[config.mk]
export PLATFORM = sky130hd
export DESIGN_NAME = crc16_reflected_byte_stream_flat
export DESIGN_NICKNAME = d
export VERILOG_FILES = /design/src/rtl/crc16r_pkg.sv /design/src/rtl/crc16r_if.sv /design/src/rtl/crc16r_in_stage.sv /design/src/rtl/crc16r_core.sv /design/src/rtl/crc16r_out_stage.sv /design/src/rtl/crc16_reflected_byte_stream.sv /design/src/flat_wrapper.sv
export VERILOG_INCLUDE_DIRS = /design/src /design/src/rtl
export SDC_FILE = /design/constraint.sdc
export NUM_CORES = 1
export LEC_CHECK = 0
export BUFFER_PORTS_ARGS = -buffer_cell sky130_fd_sc_hd__buf_4
export CORE_UTILIZATION = 55
export CTS_CLUSTER_DIAMETER = 50
export CTS_CLUSTER_SIZE = 12
export DETAILED_ROUTE_END_ITERATION = 10
export PLACE_DENSITY = 0.79
export SETUP_SLACK_MARGIN = 0.1
export SLEW_MARGIN = 5
export SYNTH_ARGS = -nofsm -noshare
export SYNTH_HDL_FRONTEND = slang
export SYNTH_SLANG_ARGS = --single-unit
[constraint.sdc]
create_clock -name clk -period 6.7 [get_ports clk]
set_input_delay 2.01 -clock clk [delete_from_list [all_inputs] [get_ports clk]]
set_output_delay 2.01 -clock clk [all_outputs]
set_load 0.01 [all_outputs]
[src/rtl/assert_macros.svh]
// Assertion helpers for the RTL
`ifndef ASSERT_MACROS_SVH
`define ASSERT_MACROS_SVH

// Same-cycle implication, checked outside reset
`define ASSERT_NOW(label, clk, rst, ante, cons, msg) \
  label: assert property (@(posedge clk) disable iff (rst) (ante) |-> (cons)) \
    else $error(msg);

// Next-cycle implication, checked outside reset
`define ASSERT_NEXT(label, clk, rst, ante, cons, msg) \
  label: assert property (@(posedge clk) disable iff (rst) (ante) |=> (cons)) \
    else $error(msg);

`endif

[src/rtl/crc16r_pkg.sv]
package crc16r_pkg;

  localparam logic [15:0] CRC_INIT = 16'hFFFF;
  localparam logic [15:0] CRC_POLY = 16'hA001;

  // Contents of the input register
  typedef struct packed {
    logic       valid;
    logic [7:0] data;
    logic       last;
  } stage_t;

  // Fold one byte into the running CRC, LSB first
  function automatic logic [15:0] crc_fold(input logic [15:0] acc, input logic [7:0] b);
    logic [15:0] r;
    r = acc;
    for (int k = 0; k < 8; k++) begin
      if (r[0] ^ b[k]) begin
        r = (r >> 1) ^ CRC_POLY;
      end else begin
        r = r >> 1;
      end
    end
    return r;
  endfunction

  // Final value: complement, then swap bytes
  function automatic logic [15:0] crc_finish(input logic [15:0] crc);
    logic [15:0] inv;
    inv = ~crc;
    return {inv[7:0], inv[15:8]};
  endfunction

endpackage

[src/rtl/crc16r_if.sv]
// Byte channel into the block
interface crc16r_in_if;
  logic       valid;
  logic       ready;
  logic [7:0] data_byte;
  logic       last_byte;

  modport source (output valid, output data_byte, output last_byte, input ready);
  modport sink   (input valid, input data_byte, input last_byte, output ready);
endinterface

// Result channel out of the block
interface crc16r_out_if;
  logic        valid;
  logic        ready;
  logic [15:0] crc_value;

  modport source (output valid, output crc_value, input ready);
  modport sink   (input valid, input crc_value, output ready);
endinterface

[src/rtl/crc16r_in_stage.sv]
module crc16r_in_stage (
  input  logic              clk,
  input  logic              rst,
  crc16r_in_if.sink         msg,
  input  logic              adv,
  output crc16r_pkg::stage_t s1
);
  import crc16r_pkg::*;

  stage_t stage;
  logic   take;

  // Register is free when empty or draining this cycle
  assign msg.ready = !stage.valid || adv;
  assign take      = msg.valid && msg.ready;
  assign s1        = stage;

  // Valid flag under reset, payload without
  always_ff @(posedge clk) begin
    if (rst) begin
      stage.valid <= 1'b0;
    end else if (take) begin
      stage.valid <= 1'b1;
    end else if (adv) begin
      stage.valid <= 1'b0;
    end
    if (take) begin
      stage.data <= msg.data_byte;
      stage.last <= msg.last_byte;
    end
  end

endmodule

[src/rtl/crc16r_core.sv]
module crc16r_core (
  input  logic               clk,
  input  logic               rst,
  input  crc16r_pkg::stage_t s1,
  input  logic               out_free,
  output logic               adv,
  output logic               load,
  output logic [15:0]        result
);
  import crc16r_pkg::*;

  logic [15:0] crc;
  logic [15:0] crc_next;
  logic [15:0] folded;

  // A last word waits for room in the result register
  assign adv    = s1.valid && (!s1.last || out_free);
  assign load   = adv && s1.last;
  assign folded = crc_fold(crc, s1.data);
  assign result = crc_finish(folded);

  always_comb begin
    crc_next = crc;
    if (adv) begin
      crc_next = s1.last ? CRC_INIT : folded;
    end
  end

  always_ff @(posedge clk) begin
    if (rst) begin
      crc <= CRC_INIT;
    end else begin
      crc <= crc_next;
    end
  end

endmodule

[src/rtl/crc16r_out_stage.sv]
module crc16r_out_stage (
  input  logic         clk,
  input  logic         rst,
  input  logic         load,
  input  logic [15:0]  result,
  output logic         out_free,
  crc16r_out_if.source crc
);

  logic        valid;
  logic [15:0] value;

  // Free when empty or being taken now
  assign out_free      = !valid || crc.ready;
  assign crc.valid     = valid;
  assign crc.crc_value = value;

  always_ff @(posedge clk) begin
    if (rst) begin
      valid <= 1'b0;
    end else if (load) begin
      valid <= 1'b1;
    end else if (crc.ready) begin
      valid <= 1'b0;
    end
  end

  always_ff @(posedge clk) begin
    if (load) begin
      value <= result;
    end
  end

endmodule

[src/rtl/crc16_reflected_byte_stream.sv]
// CRC-16 (reflected poly 0xA001, init 0xFFFF) over a byte stream.
// Throughput: one byte per cycle, sustained while the result side keeps up.
// The last byte passes the input register, then the result register, where
// the result is presented; the fold is combinational logic between the two.
// Reset (rst, synchronous) empties both registers and sets the CRC to 0xFFFF.
module crc16_reflected_byte_stream (
  input  logic         clk,
  input  logic         rst,
  crc16r_in_if.sink    msg,
  crc16r_out_if.source crc
);
  import crc16r_pkg::*;

  stage_t      s1;
  logic        adv;
  logic        load;
  logic        out_free;
  logic [15:0] result;

  crc16r_in_stage u_in (
    .clk (clk),
    .rst (rst),
    .msg (msg),
    .adv (adv),
    .s1  (s1)
  );

  crc16r_core u_core (
    .clk      (clk),
    .rst      (rst),
    .s1       (s1),
    .out_free (out_free),
    .adv      (adv),
    .load     (load),
    .result   (result)
  );

  crc16r_out_stage u_out (
    .clk      (clk),
    .rst      (rst),
    .load     (load),
    .result   (result),
    .out_free (out_free),
    .crc      (crc)
  );

  // Checks
  `include "assert_macros.svh"

  `ASSERT_NEXT(a_load_shows, clk, rst, load, crc.valid, "finished word not presented")
  `ASSERT_NEXT(a_take_fills, clk, rst, msg.valid && msg.ready, s1.valid, "accepted byte lost")
  `ASSERT_NOW(a_stall_blocks, clk, rst, s1.valid && s1.last && !out_free, !msg.ready && !adv, "last byte passed a full result register")

endmodule
[src/flat_wrapper.sv]
// flat-port wrapper written by rule: the top's interface ports become plain ports
module crc16_reflected_byte_stream_flat import crc16r_pkg::*;
  (clk, rst, msg_valid, msg_data_byte, msg_last_byte, msg_ready, crc_valid, crc_crc_value, crc_ready);
  crc16r_in_if msg_i ();
  crc16r_out_if crc_i ();
  input  logic clk;
  input  logic rst;
  input wire logic [$bits(msg_i.valid)-1:0] msg_valid;
  input wire logic [$bits(msg_i.data_byte)-1:0] msg_data_byte;
  input wire logic [$bits(msg_i.last_byte)-1:0] msg_last_byte;
  output wire logic [$bits(msg_i.ready)-1:0] msg_ready;
  output wire logic [$bits(crc_i.valid)-1:0] crc_valid;
  output wire logic [$bits(crc_i.crc_value)-1:0] crc_crc_value;
  input wire logic [$bits(crc_i.ready)-1:0] crc_ready;
  assign msg_i.valid = msg_valid;
  assign msg_i.data_byte = msg_data_byte;
  assign msg_i.last_byte = msg_last_byte;
  assign msg_ready = msg_i.ready;
  assign crc_valid = crc_i.valid;
  assign crc_crc_value = crc_i.crc_value;
  assign crc_i.ready = crc_ready;
  crc16_reflected_byte_stream u_core (.clk(clk), .rst(rst), .msg(msg_i), .crc(crc_i));
endmodule
After elaboration in Yosys (flattened, before gate mapping)
Index checks and enable logic that the tools add are counted.
{"block": "op_classes", "bitwise_logic": 17, "reduce_logical": 11, "mux": 13}
{"operator": "$mux W16", "count": 9}
{"operator": "$not A2 Y3", "count": 8}
{"operator": "$not A16 Y16", "count": 1}
{"operator": "$xor A1 B1 Y1", "count": 8}
{"operator": "$mux W1", "count": 4}
{"operator": "$reduce_bool A2 Y1", "count": 2}
{"operator": "$logic_and A1 B1 Y1", "count": 3}
{"operator": "$logic_not A1 Y1", "count": 3}
{"operator": "$logic_or A1 B1 Y1", "count": 3}
{"block": "word_totals", "word_cells": 47, "regBits": 43, "in_bits": 13, "out_inout_bits": 18}

Longest topological paths before layout
{"block": "logic_depth", "ltp_word": 17, "depth_mapped": 6, "mapped_depth_nobuf": 5}

Hierarchy
A second synthesis with hierarchy kept.
{"block": "hier_totals", "cells_unflattened": 117, "hier_area_um2": 1640.3}
{"module": "crc16r_core", "instances": 1, "area_per_inst_um2": 788.3, "seq_area_each_um2": 320.3, "cells_each": 83}
{"module": "crc16r_out_stage", "instances": 1, "area_per_inst_um2": 526.8, "seq_area_each_um2": 500.5, "cells_each": 20}
{"module": "crc16r_in_stage", "instances": 1, "area_per_inst_um2": 325.3, "seq_area_each_um2": 290.3, "cells_each": 14}

Worst setup path before layout
Ideal clock, no wire load.
{"block": "synth_path", "path_kind": "input-to-output", "from": "input port crc_ready", "to": "output port msg_ready", "slack_ns": 2.299, "path_buffers": 0, "stages": 2, "required_time_ns": 4.690, "t_arrival_ns": 2.391, "cell_sequence": "nor2b_1 nand3_1"}
{"block": "synth_between", "elab_chain_len": 4}
{"item": "start, declared", "line_no": "flat_wrapper.sv:14", "rtl": "input wire logic [$bits(crc_i.ready)-1:0] crc_ready;"}
{"item": "$logic_or A1 B1 Y1", "line_no": "crc16r_out_stage.sv:14", "rtl": "assign out_free = !valid || crc.ready;"}
{"item": "$logic_or A1 B1 Y1", "line_no": "crc16r_core.sv:17", "rtl": "assign adv = s1.valid && (!s1.last || out_free);"}
{"item": "$logic_and A1 B1 Y1", "line_no": "crc16r_core.sv:17"}
{"item": "$logic_or A1 B1 Y1", "line_no": "crc16r_in_stage.sv:14", "rtl": "assign msg.ready = !stage.valid || adv;"}
{"item": "end, declared", "line_no": "flat_wrapper.sv:11", "rtl": "output wire logic [$bits(msg_i.ready)-1:0] msg_ready;"}
No other way between the ends.

Worst setup path in the final report
Ends and elaborated chain as after synthesis.

==> out/qor.txt <==
Status: finished clean
First-pass GRT wire length: 3801 um
Clk Latency, worst-skew pair: 0.35 ns
Yosys reg bits: 43
Final TNS setup: 0 ns
Rows: 19
Setup Viol. Count Final: 0
Peak supply drop: 228.2 uV
Post-route clock skew: 0.01512 ns
Filler Cell Count: 202
Total wire length: 2403 um
Pin count of the biggest net entering global routing: 31
Initial Util: 0.5821
Critical path's slowest cell: nor2b_1
RSZ-0062 raised after global routing: no
Vert. Die Dim: 56.26 um
Num Clock Sinks: 43
Worst hold path type: flip-flop to flip-flop
LEAKAGE: 0.8114 nW
DRC Markers: 0
CTS Buf Count: 5
Initial antenna violation count: 0
Crit Path Category: primary input to output pin
Netlist cell types: 19
WP data arrival: 2.68 ns
Synth warn: 0
Initial DRC count: 20
Crit path launch type: primary input
CTS root buf: clkbuf_4
Seq/Total Area, Yosys: 0.6862
Synth top area share: 0.4637
Top cells by area, synth: edfxtp_1 (46%), dfxtp_1 (22%), xnor2_1 (9.2%)
Iteration count of the initial detailed-routing pass: 4
Dpl ws: 2.018 ns
Placeable core region: 2781 sq um
Final net count: 163
Cts hold-fix bufs: 0
Synthesized Nets: 130
Layout area overhead: 18.62%
Clk buf depth: 2
CTS tree: done
Post CTS Setup Buffer Count: 0
Crit path depth: 4
Fin util: 0.6905
ANT cells: 0
CTS H-tree depth: 2
Cell area after synthesis: 1619 sq um
# port buffers: 30
Max-Slew Margin vs Limit: 0.2726
Post-route cell area: 1921 sq um
Required @ worst endpoint: 4.69 ns
Post-synthesis average cell area: 13.84 sq um
Least-Margin Pin Slew: 1.087 ns
Synth cell count leaders: edfxtp_1 (25), dfxtp_1 (18), nand2_1 (17), xnor2_1 (17), o211ai_1 (14)
CP bufs+invs: 2
IO Count: 31
Vias in the first global route: 859
CP endpoint kind: output pin
Register-to-Register Path Depth: 5
Dominant cell type by area after synthesis: edfxtp_1
EDFF count, synth: 25
Vias per std cell: 5.335
Top delay family on crit path: simple AND/OR/NAND/NOR gates
Crit share post-route: 0.7003
Share of cells above drive strength 1: 0.2715
FFs w/ async S/R, synth: 0
Post-cts repair resize count: 0
Die W: 56.26 um
GPL Wtd Cong: 0.7770
Hold path depth: 2
Cells after synthesis: 117
Final-report hold violation count: 0
Worst-path fanout max: 5
Max Cap Viol: 0
PwrDens: 285.6 nW/um^2
Clock transition at the registers of the reported paths: 0.12 ns
DP Area: 1868 sq um
Min setup slack post-route: 2.008 ns
WL per Instance: 13.20 um
Predominant post-synthesis flop cell: edfxtp_1
Die area: 3165 sq um
DPL Wire Length: 1765 um
Top-count cell post-synth: edfxtp_1
Tmin final: 4.692 ns
Via Count: 971
CP Cell Sequence: buf_4 -> nor2b_1 -> nand3_1 -> buf_4
Tot GR Track Use: 0.1632
Top cell by count, worst path: buf_4
Max Fclk: 0.2131 GHz
Global route total overflow: 0
Max Transition Viols Final: 0
Detail Route Antenna Nets: 0
CP peak stage delay: 0.26 ns
-- cells by family (layout without fill, tap and decap cells) --
group / Yosys count / in the layout / synth area share
AO/OA/AOI/OAI: 20 / 20 / 0.09119
XOR/XNOR: 21 / 21 / 0.1414
AND/OR/NAND/NOR: 23 / 23 / 0.05796
flip-flops: 43 / 43 / 0.6862
buffers and inverters: 10 / 44 / 0.02318
-- path summary, 6_finish.rpt --
check / start / slack, ns / end
worst min register to register: u_core.u_core.crc[11]$_SDFFE_PP1P_ / 0.49 / u_core.u_core.crc[11]$_SDFFE_PP1P_
worst max register to register: u_core.u_out.crc.valid$_SDFFE_PP0P_ / 4.07 / u_core.u_core.crc[3]$_SDFFE_PP1P_
worst min-delay path: u_core.u_core.crc[11]$_SDFFE_PP1P_ / 0.49 / u_core.u_core.crc[11]$_SDFFE_PP1P_
worst max-delay path: crc_ready / 2.01 / msg_ready
-- layout by cell type (no fill, tap or decap), drive strengths merged --
cell	netlist	layout
buf	0	30
nor3	1	1
edfxtp	25	25
xor2	1	1
a21boi	1	1
nor2b	1	1
and2	1	1
a31oi	2	2
nand3	1	1
clkbuf	4	5
xnor3	2	2
xor3	1	1
xnor2	17	17
o211ai	15	15
nand2	17	17
dfxtp	18	18
a21oi	2	2
inv	6	6
nor2	2	2
clkinv	0	3
-- stage by stage --
step | cells | power, mW | hold WS, ns
final | 182 | 0.5484 | 0.4861
after global routing | 182 | 0.5719 | 0.5030
after CTS | 182 | 0.5501 | 0.4862
after detailed placement | 174 | 0.4372 | 0.4596
after global placement | 174 | 0.4332 | 0.4524
after floorplan | 117 | 0.4054 | 0.4427
-- tightest hold or removal path: cells and delay by family, from the launching register on --
kind | cells | cell delay [ns]
AOI/OAI and AO/OA | 1 | 0.07
DFF | 1 | 0.33
and+or+nand+nor | 1 | 0.05
-- state kept, by name, summed over array words and instances, names as in the netlist --
signal / count
u_core.u_core.crc: 16
u_core.u_out.crc.valid: 1
u_core.u_out.crc.crc_value: 16
u_core.u_in.s1: 10
-- metal layers --
layer,routed length (um),up-vias,part of all wire,track usage
met2,1153,32,0.48,0.2602
met5,0,-,0,0
met1,1092,456,0.45,0.2070
li1,-,479,-,-
met4,31,0,0.013,0.05226
met3,126,4,0.052,0.06221
-- power breakdown --
part	internal (mW)	leakage (nW)	switching (mW)	total [mW]
logic	0.0599	0.392	0.0546	0.114
clock network	0.0391	0.0347	0.0778	0.117
registers	0.308	0.385	0.00916	0.317
total	0.407	0.811	0.142	0.548
-- layout make-up --
type / count / area [sq um] / area share
sequential: 43 / 1111 / 0.5785
multi-input combinational: 64 / 470.5 / 0.2450
timing repair buffer: 30 / 225.2 / 0.1173
tap: 31 / 38.79 / 0.02020
clock buffer: 5 / 37.54 / 0.01954
inverter: 6 / 22.52 / 0.01173
clock inverter: 3 / 15.01 / 0.007818
Power figures use the tool's default switching activity.
